[src/rtl/core/ppu_sat_pkg.sv]
// ----------------------------------------------------------------------------
// ppu_sat_pkg
// shared types, command codes and timing constants of the scroll/address unit
// ----------------------------------------------------------------------------
package ppu_sat_pkg;

    localparam int DOTS_PER_LINE   = 341;
    localparam int LINES_PER_FRAME = 262;

    localparam logic [2:0] CMD_CTRL   = 3'd0;
    localparam logic [2:0] CMD_SCROLL = 3'd1;
    localparam logic [2:0] CMD_ADDR   = 3'd2;
    localparam logic [2:0] CMD_STATUS = 3'd3;
    localparam logic [2:0] CMD_TICK   = 3'd4;

    localparam logic [8:0] LINE_VISIBLE_END = 9'd240;
    localparam logic [8:0] LINE_VBLANK      = 9'd241;
    localparam logic [8:0] LINE_PRERENDER   = 9'd261;

    localparam logic [8:0] DOT_FIRST      = 9'd1;
    localparam logic [8:0] DOT_Y_STEP     = 9'd256;
    localparam logic [8:0] DOT_HORIZ_COPY = 9'd257;
    localparam logic [8:0] DOT_VERT_FIRST = 9'd280;
    localparam logic [8:0] DOT_VERT_LAST  = 9'd304;
    localparam logic [8:0] DOT_PREFETCH   = 9'd328;

    localparam logic [14:0] HORIZ_BITS = 15'h041F;
    localparam logic [14:0] VERT_BITS  = 15'h7BE0;
    localparam logic [13:0] TILE_BASE  = 14'h2000;
    localparam logic [13:0] ATTR_BASE  = 14'h23C0;

    localparam int S_TDATA_W = 8;
    localparam int S_TUSER_W = 4;
    localparam int M_TDATA_W = 88;

    typedef struct packed {
        logic [14:0] cur_addr;
        logic [14:0] tmp_addr;
        logic [2:0]  fine_x;
        logic        toggle;
        logic [8:0]  line_count;
        logic [8:0]  dot_count;
        logic        vblank;
    } sat_state_t;

    typedef struct packed {
        logic        fetch_valid;
        logic [13:0] tile_address;
        logic [13:0] attribute_address;
        logic [2:0]  attribute_shift;
    } sat_fetch_t;

endpackage

[src/rtl/core/ppu_scroll_address_timing.sv]
// ----------------------------------------------------------------------------
// ppu_scroll_address_timing
// scroll/address registers with dot and line timing of the video chip
// ----------------------------------------------------------------------------
// a request is held in the input register, its result in the result register
// throughput: one request per cycle while m_tready holds (single-pass state update)
// an empty input stage takes a new request while a result waits on m_tready
// reset: asynchronous, clears all state, line counter starts at the pre-render line
// ----------------------------------------------------------------------------
module ppu_scroll_address_timing (
    input  logic                               clk,
    input  logic                               rst_n,
    input  logic                               s_tvalid,
    output logic                               s_tready,
    input  logic [ppu_sat_pkg::S_TDATA_W-1:0]  s_tdata,   // value
    input  logic [ppu_sat_pkg::S_TUSER_W-1:0]  s_tuser,   // command, peek
    output logic                               m_tvalid,
    input  logic                               m_tready,
    // current_address, temp_address, fine_scroll_x, write_toggle, vblank_flag,
    // fetch_valid, tile_address, attribute_address, attribute_shift,
    // line_number, dot_number, zero fill
    output logic [ppu_sat_pkg::M_TDATA_W-1:0]  m_tdata
);
    import ppu_sat_pkg::*;

    logic                 in_valid_reg;
    logic [2:0]           command_reg;
    logic [7:0]           value_reg;
    logic                 peek_reg;
    logic                 out_valid_reg;
    logic [M_TDATA_W-1:0] out_data_reg;
    logic [M_TDATA_W-1:0] out_data_next;
    sat_state_t           state_reg;
    sat_state_t           state_next;
    sat_fetch_t           fetch;
    logic                 advance;

    assign advance  = in_valid_reg && (!out_valid_reg || m_tready);
    assign s_tready = !in_valid_reg || advance;
    assign m_tvalid = out_valid_reg;
    assign m_tdata  = out_data_reg;

    ppu_sat_step u_step (
        .state      (state_reg),
        .command    (command_reg),
        .value      (value_reg),
        .peek       (peek_reg),
        .state_next (state_next),
        .fetch      (fetch)
    );

    assign out_data_next = {3'b000,
                            state_next.dot_count,
                            state_next.line_count,
                            fetch.attribute_shift,
                            fetch.attribute_address,
                            fetch.tile_address,
                            fetch.fetch_valid,
                            state_reg.vblank,
                            state_next.toggle,
                            state_next.fine_x,
                            state_next.tmp_addr,
                            state_next.cur_addr};

    always_ff @(posedge clk or negedge rst_n)
    begin
        if (!rst_n)
        begin
            in_valid_reg  <= 1'b0;
            out_valid_reg <= 1'b0;
            state_reg     <= '{cur_addr: 15'd0, tmp_addr: 15'd0, fine_x: 3'd0,
                               toggle: 1'b0, line_count: LINE_PRERENDER,
                               dot_count: 9'd0, vblank: 1'b0};
        end
        else
        begin
            if (s_tready)
            begin
                in_valid_reg <= s_tvalid;
            end
            if (advance)
            begin
                out_valid_reg <= 1'b1;
                state_reg     <= state_next;
            end
            else if (m_tready)
            begin
                out_valid_reg <= 1'b0;
            end
        end
    end

    always_ff @(posedge clk)
    begin
        if (s_tready && s_tvalid)
        begin
            command_reg <= s_tuser[2:0];
            peek_reg    <= s_tuser[3];
            value_reg   <= s_tdata;
        end
        if (advance)
        begin
            out_data_reg <= out_data_next;
        end
    end

endmodule

[src/rtl/core/ppu_sat_step.sv]
// ----------------------------------------------------------------------------
// ppu_sat_step
// next-state and fetch logic for one command applied to the scroll state
// ----------------------------------------------------------------------------
module ppu_sat_step (
    input  ppu_sat_pkg::sat_state_t state,
    input  logic [2:0]              command,
    input  logic [7:0]              value,
    input  logic                    peek,
    output ppu_sat_pkg::sat_state_t state_next,
    output ppu_sat_pkg::sat_fetch_t fetch
);
    import ppu_sat_pkg::*;

    function automatic logic [14:0] step_coarse_x(input logic [14:0] a);
        logic [14:0] r;
        begin
            r = a;
            if (a[4:0] == 5'd31)
            begin
                r[4:0] = 5'd0;
                r[10]  = ~a[10];
            end
            else
            begin
                r[4:0] = a[4:0] + 5'd1;
            end
            return r;
        end
    endfunction

    function automatic logic [14:0] step_y(input logic [14:0] a);
        logic [14:0] r;
        begin
            r = a;
            if (a[14:12] != 3'd7)
            begin
                r[14:12] = a[14:12] + 3'd1;
            end
            else
            begin
                r[14:12] = 3'd0;
                if (a[9:5] == 5'd29)
                begin
                    r[9:5] = 5'd0;
                    r[11]  = ~a[11];
                end
                else if (a[9:5] == 5'd31)
                begin
                    r[9:5] = 5'd0;
                end
                else
                begin
                    r[9:5] = a[9:5] + 5'd1;
                end
            end
            return r;
        end
    endfunction

    logic       render;
    logic       prerender;
    logic       fetch_dot;
    logic [9:0] dot_inc;
    logic [9:0] line_inc;

    assign prerender = (state.line_count == LINE_PRERENDER);
    assign render    = (state.line_count < LINE_VISIBLE_END) || prerender;
    assign fetch_dot = (state.dot_count != 9'd0) && (state.dot_count[2:0] == 3'd0)
                       && ((state.dot_count <= DOT_Y_STEP) || (state.dot_count >= DOT_PREFETCH));
    assign dot_inc   = {1'b0, state.dot_count} + 10'd1;
    assign line_inc  = {1'b0, state.line_count} + 10'd1;

    always_comb
    begin
        state_next = state;
        fetch      = '0;
        case (command)
            CMD_CTRL:
            begin
                state_next.tmp_addr[11:10] = value[1:0];
            end
            CMD_SCROLL:
            begin
                if (!state.toggle)
                begin
                    state_next.tmp_addr[4:0] = value[7:3];
                    state_next.fine_x        = value[2:0];
                end
                else
                begin
                    state_next.tmp_addr[14:12] = value[2:0];
                    state_next.tmp_addr[9:5]   = value[7:3];
                end
                state_next.toggle = ~state.toggle;
            end
            CMD_ADDR:
            begin
                if (!state.toggle)
                begin
                    state_next.tmp_addr[13:8] = value[5:0];
                    state_next.tmp_addr[14]   = 1'b0;
                end
                else
                begin
                    state_next.tmp_addr[7:0] = value;
                    state_next.cur_addr      = {state.tmp_addr[14:8], value};
                end
                state_next.toggle = ~state.toggle;
            end
            CMD_STATUS:
            begin
                if (!peek)
                begin
                    state_next.vblank = 1'b0;
                    state_next.toggle = 1'b0;
                end
            end
            CMD_TICK:
            begin
                if (render)
                begin
                    if (fetch_dot)
                    begin
                        fetch.fetch_valid       = 1'b1;
                        fetch.tile_address      = TILE_BASE | {2'b00, state.cur_addr[11:0]};
                        fetch.attribute_address = ATTR_BASE
                            | {2'b00, state.cur_addr[11:10], 4'd0, state.cur_addr[9:7],
                               state.cur_addr[4:2]};
                        fetch.attribute_shift   = {state.cur_addr[6], state.cur_addr[1], 1'b0};
                        if (state.dot_count == DOT_Y_STEP)
                        begin
                            state_next.cur_addr = step_y(step_coarse_x(state.cur_addr));
                        end
                        else
                        begin
                            state_next.cur_addr = step_coarse_x(state.cur_addr);
                        end
                    end
                    else if (state.dot_count == DOT_HORIZ_COPY)
                    begin
                        state_next.cur_addr = (state.cur_addr & ~HORIZ_BITS)
                                              | (state.tmp_addr & HORIZ_BITS);
                    end
                    else if (prerender && (state.dot_count >= DOT_VERT_FIRST)
                             && (state.dot_count <= DOT_VERT_LAST))
                    begin
                        state_next.cur_addr = (state.cur_addr & ~VERT_BITS)
                                              | (state.tmp_addr & VERT_BITS);
                    end
                    if (prerender && (state.dot_count == DOT_FIRST))
                    begin
                        state_next.vblank = 1'b0;
                    end
                end
                else if ((state.line_count == LINE_VBLANK) && (state.dot_count == DOT_FIRST))
                begin
                    state_next.vblank = 1'b1;
                end
                if ((dot_inc >= 10'(DOTS_PER_LINE)) || dot_inc[9])
                begin
                    state_next.dot_count = 9'd0;
                    if ((line_inc >= 10'(LINES_PER_FRAME)) || line_inc[9])
                    begin
                        state_next.line_count = 9'd0;
                    end
                    else
                    begin
                        state_next.line_count = line_inc[8:0];
                    end
                end
                else
                begin
                    state_next.dot_count = dot_inc[8:0];
                end
            end
            default:
            begin
            end
        endcase
    end

endmodule

[config.mk]
export PLATFORM = sky130hd
export DESIGN_NAME = ppu_scroll_address_timing
export DESIGN_NICKNAME = d
export VERILOG_FILES = /design/src/rtl/core/ppu_sat_pkg.sv /design/src/rtl/core/ppu_scroll_address_timing.sv /design/src/rtl/core/ppu_sat_step.sv
export SDC_FILE = /design/constraint.sdc
export NUM_CORES = 1
export LEC_CHECK = 0
export BUFFER_PORTS_ARGS = -buffer_cell sky130_fd_sc_hd__buf_4
export CAP_MARGIN = 20
export CORE_MARGIN = 5
export CORE_UTILIZATION = 46
export CTS_CLUSTER_DIAMETER = 100
export DETAILED_ROUTE_END_ITERATION = 6
export PLACE_DENSITY = 0.66
export SLEW_MARGIN = 20
export SYNTH_ARGS = -nofsm -noshare
export SYNTH_HDL_FRONTEND = slang
export SYNTH_SLANG_ARGS = --single-unit
[constraint.sdc]
create_clock -name clk -period 8.1 [get_ports clk]
set_clock_uncertainty 0.2 [all_clocks]
set_input_delay 0.405 -clock clk [delete_from_list [all_inputs] [get_ports clk]]
set_output_delay 0.405 -clock clk [all_outputs]
set_load 0.05 [all_outputs]
==> results by group, run 1 <==
Cells and area
  • Fillers: 1433
  • Diode count: 0
  • Largest register FFs: 66
  • Multi-input logic area: 0.00350 mm2
  • Fin nets: 896
  • Share of post-route cells with drive strength above 1: 19.6%
  • Reg area: 0.00372 mm2
  • Area grow syn2layout: 19.2%
  • Fin cells: 1101
  • Final instance area: 0.00914 mm2

Die
  • Die height: 139 um
  • Num ports: 106
  • Core area: 0.0165 mm2
  • Die footprint: 0.0194 mm2
  • Width of the die: 139 um
  • Initial Util: 46.6%
  • Site Rows: 47

Synthesis
  • Synth Area in Adders: 1.96%
  • Post-synthesis mux area share: 3.75%
  • Cell area after synthesis: 0.00767 mm2
  • Compound-gate portion of the synthesized area: 18.8%
  • Post-synth EDFFs: 78
  • Mean post-synth cell area: 9.59 um2
  • Main combinational cell family by area after synthesis: simple AND/OR/NAND/NOR gates
  • Sequential-to-total area share from yosys stat: 48.5%
  • Most common cell in the netlist: nand2_1
  • Synth top cells by count: 115 x nand2_1, 78 x edfxtp_1, 66 x o21ai_0
  • Synth Register Bits: 133
  • Asr flop ratio synth: 41.4%
  • Post-synth top area share: 30.5%
  • Synth Area in XOR/XNOR: 0.228%
  • Top post-synthesis cells by area: edfxtp_1 31%, dfrtp_1 17%, nand2_1 5.6%
  • Simple-Gate Fraction of Synth Area: 20.3%
  • Mapped Cells: 800
  • Total number of yosys warnings: 0
  • Most common flop cell mapped by yosys: edfxtp_1
  • Synth unique cells: 78
  • Area leader, netlist: edfxtp_1

Setup path
  • Worst path required time: 8.22 ns
  • Setup crit end kind: register
  • Startpoint Class: register
  • CP arrival: 3.66 ns
  • R2R Path Start: command_reg[1]$_DFFE_PP_
  • Crit Path Class: register to register
  • Worst Reg-to-Reg Cells: 6
  • Reg2reg end: state_reg[16]$_DFFE_PN0P_
  • Crit path max fanout: 15
  • Reg2reg setup slack: 4.56 ns

Power
  • Share of total power in the clock network: 27.1%
  • Sw frac: 40.8%
  • Sequential Power Share: 38.2%
  • Lkg Pwr: 3.67 nW
  • Power per cell area: 322 mW/mm2
  • NetSw: 0.00120 W
  • Max VDD drop: 0.182 mV
  • Internal Power: 0.00174 W
  • Combinational power share: 34.7%

Global route
  • Total gr overflow: 0
  • Vias in the first global route: 6285
  • Global-route wire length before repair: 33400 um
  • Initial antenna violation count: 0
  • Total GRT Usage: 21.4%
  • Pin count of the biggest net entering global routing: 63

Detailed routing
  • Number of remaining DRC errors: 0
  • Final ANT Viol Nets: 0
  • Routed wl met3: 1520 um
  • DR iter-0 viols: 615
  • Mean routed wirelength per cell: 18.8 um
  • Metal-1 WL: 9470 um
  • Via count: 6570
  • First-pass DRT Iterations: 5
  • Post-DR vias/cell: 5.97
  • Top sig layer: met4
  • WL final: 20700 um
  • DR WL met2: 9220 um

Worst hold path
  • Hold Path Sink: m_tvalid$_DFFE_PN0P_
  • Hold Path Class: primary input to register
  • Hold path cells: 3
  • Hold Crit Start: m_tready

Clock tree
  • # resized after CTS: 0
  • CTS tree: done
  • Worst-path clk slew: 0.06 ns
  • Clock root buffer: clkbuf_16
  • Clock buffer depth: 2
  • # clock sinks: 133
  • H-tree Lvls: 4
  • Number of buffers created by CTS: 17
  • Skew-Pair Late Insertion Delay: 0.43 ns

Run status
  • Status: finished clean

Flow run
  • MaxCap Viol Count: 0

Timing
  • Slew Limit Fails: 0
  • Final Critical Period: 3.54 ns
  • Period utilization: 43.7%
  • Final Setup Violations: 0
  • Setup_tns: 0 ns
  • Slew margin rel.: 29.7%
  • Tightest Pin Transition: 1.05 ns
  • Unrepaired setup endpoints after global routing: no
  • Final hold violations: 0
  • Max Fclk: 0.283 GHz

Place
  • Placed standard-cell area: 0.00840 mm2
  • Number of buffers added on ports: 99
  • RD Place Congestion: 0.867
  • Hpwl dp: 13700 um
  • Placed cells: 1055
[power by group through the flow]
stage | combinational (W) | clock (W) | sequential (W)
2_1_floorplan | 0.000655 | 0 | 0.00120
3_3_place_gp | 0.000992 | 0 | 0.00112
3_5_place_dp | 0.00101 | 0 | 0.00113
4_1_cts | 0.00102 | 0.000805 | 0.00112
5_1_grt | 0.00111 | 0.000838 | 0.00115
6_report | 0.00102 | 0.000798 | 0.00113
[routing by layer]
metal / vias up / GRT usage (%)
li1: 3085 / -
met1: 3149 / 31.1
met2: 293 / 31.5
met3: 43 / 4.17
met4: 0 / 8.65
met5: - / 0
[placed cells by master, fill, tap and decap left out, types with 11 or more instances in the layout]
cell | netlist | final
ha_1 | 12 | 12
dfrtp_1 | 52 | 52
and3_1 | 17 | 17
mux2i_1 | 13 | 13
inv_1 | 21 | 21
edfxtp_1 | 78 | 78
o211ai_1 | 13 | 13
nand3_1 | 35 | 35
nor2_1 | 42 | 42
a21oi_1 | 34 | 34
mux2_2 | 14 | 14
o21ai_0 | 66 | 65
nor3_1 | 21 | 21
nand4_1 | 12 | 12
a22oi_1 | 11 | 11
dlygate4sd3_1 | 0 | 14
clkbuf_16 | 0 | 17
nand2_1 | 115 | 115
nand2b_1 | 16 | 16
buf_4 | 24 | 108
[worst max-delay path, stage by stage (launching register included)]
cell and delay [ns]:
edfxtp_1 0.56, nand2b_1 0.25, or2_2 0.41, nor2_1 0.73, o211ai_1 0.60, nand2b_1 0.41, o31ai_1 0.28
[logic make-up (layout without fill, tap and decap cells)]
| kind of cell | Yosys count | after routing |
|---|---|---|
| AO/OA/AOI/OAI | 215 | 215 |
| XOR/XNOR | 2 | 2 |
| adder cells (fa/ha/maj) | 12 | 12 |
| buffers and inverters | 100 | 176 |
| flip-flops | 133 | 133 |
| multiplexers | 27 | 27 |
| other | 1 | 6 |
| AND/OR/NAND/NOR | 310 | 310 |
[cell type report]
class | instances | share of cell area (%)
sequential | 133 | 40.7
inverter | 22 | 0.917
multi-input combinational | 572 | 38.3
tap | 220 | 3.01
timing repair buffer | 122 | 10.4
clock inverter | 15 | 1.98
clock buffer | 17 | 4.65
[worst max path at each step]
stage | from | to | slack (ns) | depth (start not counted)
detailed placement | command_reg[1]$_DFFE_PP_ | state_reg[14]$_DFFE_PN0P_ | 4.56 | 6
global route | command_reg[1]$_DFFE_PP_ | state_reg[16]$_DFFE_PN0P_ | 4.21 | 6
CTS | command_reg[1]$_DFFE_PP_ | state_reg[16]$_DFFE_PN0P_ | 4.53 | 6
floorplan | m_tvalid$_DFFE_PN0P_ | m_tdata[0]$_DFFE_PP_ | 4.43 | 4
global placement | command_reg[1]$_DFFE_PP_ | state_reg[14]$_DFFE_PN0P_ | 4.70 | 6
finish | command_reg[1]$_DFFE_PP_ | state_reg[16]$_DFFE_PN0P_ | 4.56 | 6
[through the flow]
stage / utilization [%] / setup WS, ns / total power [W] / hold WS, ns
finish: 55.5 / 4.56 / 0.00295 / 0.0651
global route: 55.5 / 4.21 / 0.00310 / 0.105
CTS: 55.5 / 4.53 / 0.00295 / 0.0576
detailed placement: 51.0 / 4.56 / 0.00214 / 0.259
global placement: 51.0 / 4.70 / 0.00211 / 0.253
floorplan: - / 4.43 / 0.00186 / -0.0906
[repair_timing]
action                                 in CTS  in global routing
hold buffers                               14                  0
endpoints found under the hold margin      65                  0
buffers inserted                            0                  0
Power figures use the tool's default switching activity.
==> inputs of run 2 (changes only) <==
ABC_AREA = 1   (was unset)
clock period = 3.6 ns   (was 8.1 ns; I/O delays follow)
==> run 2 against run 1 <==
Net effect:
- non-clock buffer count rose by 4
- clock-buffer cell count increased by 2
- flip-flop and latch count unchanged
- combinational power increased by 120%
- final cell count increased by 14%
- fmax up 32%
- largest power group unchanged
- total power is 110% higher
- largest cell class unchanged
- critical path type unchanged
- core utilization increased by 1.4 points
- via count shrank 0.73%
==> results by group, run 2 <==
Timing
  • Period utilization: 74.7%
  • Final worst slack: 0.909 ns
  • Final Critical Period: 2.69 ns
  • Final hold violations: 0
  • Final Setup Violations: 0
  • Slew Limit Fails: 0
  • Max Fclk: 0.372 GHz
  • Unrepaired setup endpoints after global routing: no
  • Tightest Pin Transition: 0.830 ns
  • Setup_tns: 0 ns
  • Slew margin rel.: 44.7%

Run status
  • Status: finished clean

Die
  • Die footprint: 0.0191 mm2
  • Num ports: 106
  • Die height: 138 um
  • Initial Util: 47.1%
  • Width of the die: 138 um
  • Site Rows: 46
  • Core area: 0.0160 mm2

Place
  • RD Place Congestion: 0.954
  • Worst slack at placement: 0.989 ns
  • Hpwl dp: 13500 um
  • Number of buffers added on ports: 99

Cells and area
  • Fin nets: 1050
  • Fillers: 1512
  • Area grow syn2layout: 20.7%
  • Commonest non-fill, non-tap cell in the layout: nand2_1
  • Largest register FFs: 66
  • Multi-input logic area: 0.00318 mm2
  • Share of post-route cells with drive strength above 1: 17.8%
  • Commonest non-fill, non-tap cells in the layout: 317 x nand2_1, 107 x buf_4, 86 x nand3_1
  • Reg area: 0.00372 mm2
  • Diode count: 0

Setup path
  • Setup crit end kind: register
  • Worst path required time: 3.56 ns
  • Startpoint Class: register
  • CP arrival: 2.65 ns
  • Crit path max fanout: 12
  • Crit Path Class: register to register
  • Critical path's slowest cell: edfxtp_1
  • Cell Chain, Critical Path: nor2_1 > nand2_1 > inv_1 > nand2_1 > inv_1 > o21ai_0 > nand3_2
  • Slowest stage delay, CP: 0.45 ns

Global route
  • Pin count of the biggest net entering global routing: 75
  • Total gr overflow: 0
  • Global-route wire length before repair: 32000 um
  • Total GRT Usage: 20.5%
  • Vias in the first global route: 6014
  • Initial antenna violation count: 0

Synthesis
  • Total number of yosys warnings: 0
  • Post-synth top area share: 31.1%
  • Synth unique cells: 46
  • Synth top cells by count: 317 x nand2_1, 86 x nand3_1, 78 x edfxtp_1
  • Area leader, netlist: edfxtp_1
  • Mean post-synth cell area: 8.11 um2
  • Cell area after synthesis: 0.00754 mm2
  • Mapped Cells: 930
  • Sequential-to-total area share from yosys stat: 49.4%
  • Top post-synthesis cells by area: edfxtp_1 31%, dfrtp_1 17%, nand2_1 16%
  • Synth Register Bits: 133
  • Most common flop cell mapped by yosys: edfxtp_1
  • Most common cell in the netlist: nand2_1
  • Post-synth EDFFs: 78
  • Asr flop ratio synth: 41.4%

Worst hold path
  • Hold Path Class: primary input to asynchronous set/reset pin

Clock tree
  • Worst-path clk slew: 0.06 ns
  • Clock root buffer: clkbuf_16
  • Number of buffers created by CTS: 17
  • CTS tree: done
  • H-tree Lvls: 4
  • # resized after CTS: 0
  • Skew-Pair Late Insertion Delay: 0.43 ns
  • # clock sinks: 133
  • Clock buffer depth: 2

Power
  • Power per cell area: 692 mW/mm2
  • Lkg Pwr: 4.27 nW
  • Max VDD drop: 0.501 mV

Detailed routing
  • Number of remaining DRC errors: 0
  • WL final: 19600 um
  • Final ANT Viol Nets: 0
  • Mean routed wirelength per cell: 15.7 um
  • DR iter-0 viols: 710
  • First-pass DRT Iterations: 5
  • Post-DR vias/cell: 5.21
  • Via count: 6522

Flow run
  • MaxCap Viol Count: 0
[run 2: metrics by stage]
step | hold slack (ns) | instances | util, % | power [W] | instance area, um2
floorplan | -0.316 | 935 | - | 0.00389 | 7560
finish | 0.190 | 1251 | 56.9 | 0.00630 | 9100
detailed placement | 0.124 | 1202 | 52.1 | 0.00451 | 8330
CTS | 0.212 | 1251 | 56.9 | 0.00632 | 9100
global placement | 0.125 | 1202 | 52.1 | 0.00450 | 8330
global route | 0.264 | 1251 | 56.9 | 0.00665 | 9100
[run 2: report_power, final]
part / internal [W] / leakage [nW] / switching [W]
registers: 0.00203 / 1.50 / 0.000291
clock network: 0.00110 / 0.293 / 0.000666
logic: 0.000653 / 2.48 / 0.00155
[run 2: cells by family after synthesis]
logic type      share of synthesized area, %
buf+inv                                 8.76
flops                                   49.4
fa+ha+maj                               1.99
simple gates                            30.1
compound gates                          8.79
other cells                           0.0497
xor+xnor                               0.929
[run 2: cell type report]
cell class | instances | area share, %
Clock buffer | 19 | 4.87
Timing Repair Buffer | 126 | 11.1
Clock inverter | 13 | 1.72
Multi-Input combinational cell | 660 | 34.9
Tap cell | 216 | 2.97
Inverter | 84 | 3.49
Sequential cell | 133 | 40.9
[run 2: per-layer routing]
| metal | track usage, % | vias to the layer above | part of all wire [%] |
|---|---|---|---|
| met1 | 30.0 | 3016 | 47 |
| met3 | 4.14 | 27 | 7.1 |
| li1 | - | 3234 | - |
| met5 | 0 | - | 0 |
| met2 | 30.8 | 245 | 44 |
| met4 | 6.60 | 0 | 1.7 |
[run 2: path summary, 6_finish.rpt]
path | end | slack (ns) | start | depth (start not counted)
worst max register to register | m_tdata[8]$_DFFE_PP_ | 0.91 | command_reg[1]$_DFFE_PP_ | 7
worst min-delay path | state_reg[15]$_DFFE_PN0P_ | 0.19 | rst_n | 2
worst min register to register | state_reg[20]$_DFFE_PN0P_ | 0.28 | state_reg[20]$_DFFE_PN0P_ | 2
worst max-delay path | m_tdata[8]$_DFFE_PP_ | 0.91 | command_reg[1]$_DFFE_PP_ | 7
min in group clk | value_reg[2]$_DFFE_PP_ | 0.26 | s_tdata[2] | 2
max in group asynchronous | state_reg[1]$_DFFE_PN0P_ | 2.49 | rst_n | 2
[run 2: critical path, delay by kind of cell (launching register included)]
kind | cells | cell delay [ns]
flip-flops | 1 | 0.45
buffers and inverters | 2 | 0.48
AO/OA/AOI/OAI | 1 | 0.28
AND/OR/NAND/NOR | 4 | 1.02
[run 2: timing repair]
action	4_1_cts	5_1_grt
hold endpoints to repair	66	0
setup buffers	0	0
hold buffers	17	0
==> inputs of run 3 (changes only) <==
PLACE_DENSITY = 0.69   (was 0.66)
clock period = 2.3 ns   (was 3.6 ns; I/O delays follow)
==> run 3 against run 2 <==
Net effect:
- sequential share of layout area decreased by 2.2 points
- worst hold slack got worse by 0.074 ns
- clock power increased by 60%
- flip-flop and latch count unchanged
- core utilization increased by 3.3 points
- die area unchanged
- total power increased by 62%
- critical endpoint is now m_tdata[68]$_DFFE_PP_
==> results by group, run 3 (synthesized netlist as in run 2, its figures left out) <==
Global route
  • Total GRT Usage: 21.1%
  • Vias in the first global route: 6456
  • Global-route wire length before repair: 32800 um
  • Initial antenna violation count: 0
  • Pin count of the biggest net entering global routing: 56
  • Total gr overflow: 0

Timing
  • Tightest Pin Transition: 0.815 ns
  • Slew margin rel.: 45.7%
  • Final hold violations: 0
  • Final Critical Period: 2.27 ns
  • Slew Limit Fails: 0
  • Setup_tns: 0 ns
  • Unrepaired setup endpoints after global routing: yes
  • Final Setup Violations: 0
  • Period utilization: 98.7%
  • Hold WS: 0.116 ns
  • Max Fclk: 0.440 GHz

Cells and area
  • Fillers: 1430
  • Area grow syn2layout: 27.7%
  • Largest register FFs: 66
  • Commonest non-fill, non-tap cell in the layout: nand2_1
  • Share of post-route cells with drive strength above 1: 23.7%
  • Commonest non-fill, non-tap cells in the layout: 314 x nand2_1, 146 x buf_4, 84 x nand3_1
  • Diode count: 0
  • Fin util: 60.2%
  • Fin nets: 1095

Die
  • Num ports: 106
  • Die footprint: 0.0191 mm2
  • Width of the die: 138 um
  • Die height: 138 um
  • Core area: 0.0160 mm2
  • Site Rows: 46
  • Initial Util: 47.1%

Setup path
  • Critical path's most frequent cell: nand2_1
  • Setup crit end kind: register
  • Cell Chain, Critical Path: inv_1 > ha_2 > nand2_1 > nand2_1 > nand2_1 > nand2_1 > nand2_1 > nand2_1 > nand2_1 > nand2_1 > nand2_2 > nand2_4 > buf_6 > nand3_1 > and2_1
  • Reg2reg setup slack: 0.03 ns
  • Startpoint Class: register
  • CP bufs+invs: 2
  • Crit path max fanout: 7
  • Crit Path Class: register to register
  • Slowest stage delay, CP: 0.44 ns
  • Reg2reg end: m_tdata[68]$_DFFE_PP_
  • Worst Reg-to-Reg Cells: 15
  • Cell family with most CP delay: simple AND/OR/NAND/NOR gates
  • CP arrival: 2.25 ns
  • Worst path required time: 2.28 ns
  • Critical path's slowest cell: dfrtp_2
  • R2R Path Start: state_reg[2]$_DFFE_PN0P_

Clock tree
  • Clock root buffer: clkbuf_16
  • Skew-Pair Late Insertion Delay: 0.43 ns
  • # clock sinks: 133
  • Clock buffer depth: 2
  • H-tree Lvls: 4
  • CTS tree: done
  • Worst-path clk slew: 0.06 ns
  • Number of buffers created by CTS: 17

Power
  • Total power: 0.0102 W
  • Power per cell area: 1060 mW/mm2
  • Lkg Pwr: 4.53 nW
  • Max VDD drop: 0.648 mV

Detailed routing
  • Via count: 6772
  • Final ANT Viol Nets: 0
  • DR iter-0 viols: 730
  • Number of remaining DRC errors: 0
  • First-pass DRT Iterations: 6
  • Post-DR vias/cell: 5.23
  • Mean routed wirelength per cell: 15.8 um
  • WL final: 20400 um

Worst hold path
  • Hold Path Class: primary input to asynchronous set/reset pin

Place
  • Hpwl dp: 14300 um
  • RD Place Congestion: 0.933
  • Number of buffers added on ports: 99

Run status
  • Status: finished clean

Flow run
  • MaxCap Viol Count: 0
==> run 3: cell count changes in the layout (fill, tap and decap cells not counted), sizes merged <==
cell,delta
buf,+44
clkinvlp,+2
inv,-2
bufinv,+1
clkbuf,-1
dlymetal6s2s,+1
==> run 3: worst max path at each step <==
stage,startpoint,to,slack [ns],cells past startpoint
2_1_floorplan,state_reg[10]$_DFFE_PN1P_,m_tdata[67]$_DFFE_PP_,0.15,9
3_3_place_gp,state_reg[1]$_DFFE_PN0P_,m_tdata[72]$_DFFE_PP_,0.04,13
3_5_place_dp,state_reg[1]$_DFFE_PN0P_,m_tdata[68]$_DFFE_PP_,-0.04,11
4_1_cts,state_reg[10]$_DFFE_PN1P_,m_tdata[68]$_DFFE_PP_,0.007,9
5_1_grt,state_reg[2]$_DFFE_PN0P_,m_tdata[74]$_DFFE_PP_,-0.12,15
6_report,state_reg[2]$_DFFE_PN0P_,m_tdata[68]$_DFFE_PP_,0.03,15
==> run 3: stage by stage <==
step | std cells | instance area (um2) | worst slack [ns]
global route | 1296 | 9630 | -0.119
floorplan | 935 | 7560 | 0.153
CTS | 1289 | 9440 | 0.00674
finish | 1296 | 9630 | 0.0294
detailed placement | 1239 | 8630 | -0.0383
global placement | 1239 | 8630 | 0.0398
==> run 3: timing repair <==
| item | CTS | global route |
|---|---|---|
| endpoints found under the hold margin | 66 | 0 |
| pin swaps | 1 | 9 |
| buffers inserted | 1 | 6 |
| setup endpoints to repair | 10 | 38 |
| resized for setup | 6 | 42 |
| hold buffers | 17 | 0 |
| gates cloned | 0 | 1 |
==> run 3: layer usage <==
layer  GRT usage (%)  share of wire [%]  wire (um)
met1            29.4                 44       8900
met4            6.66                1.8        366
met3            4.41                7.5       1530
met2            33.1                 47       9630
met5               0                  0          0
==> run 3: worst register-to-register path: cells and delay by family (launching register included) <==
kind          cells  cell delay, ns
fa+ha+maj         1            0.19
buf+inv           2            0.23
simple gates     12            0.96
flops             1            0.44
==> run 3: final cells by class <==
type	instances	area [um2]	area share (%)
Clock inverter	14	185	1.92
Multi-Input combinational cell	660	3310	34.3
Sequential cell	133	3730	38.7
Clock buffer	18	429	4.46
Inverter	84	318	3.30
Timing Repair Buffer	171	1390	14.5
Tap cell	216	270	2.81
==> run 3: where the power goes <==
part           internal (W)  switching [W]
Combinational       0.00118        0.00254
Clock               0.00180        0.00104
Sequential          0.00319       0.000432
Total               0.00617        0.00401
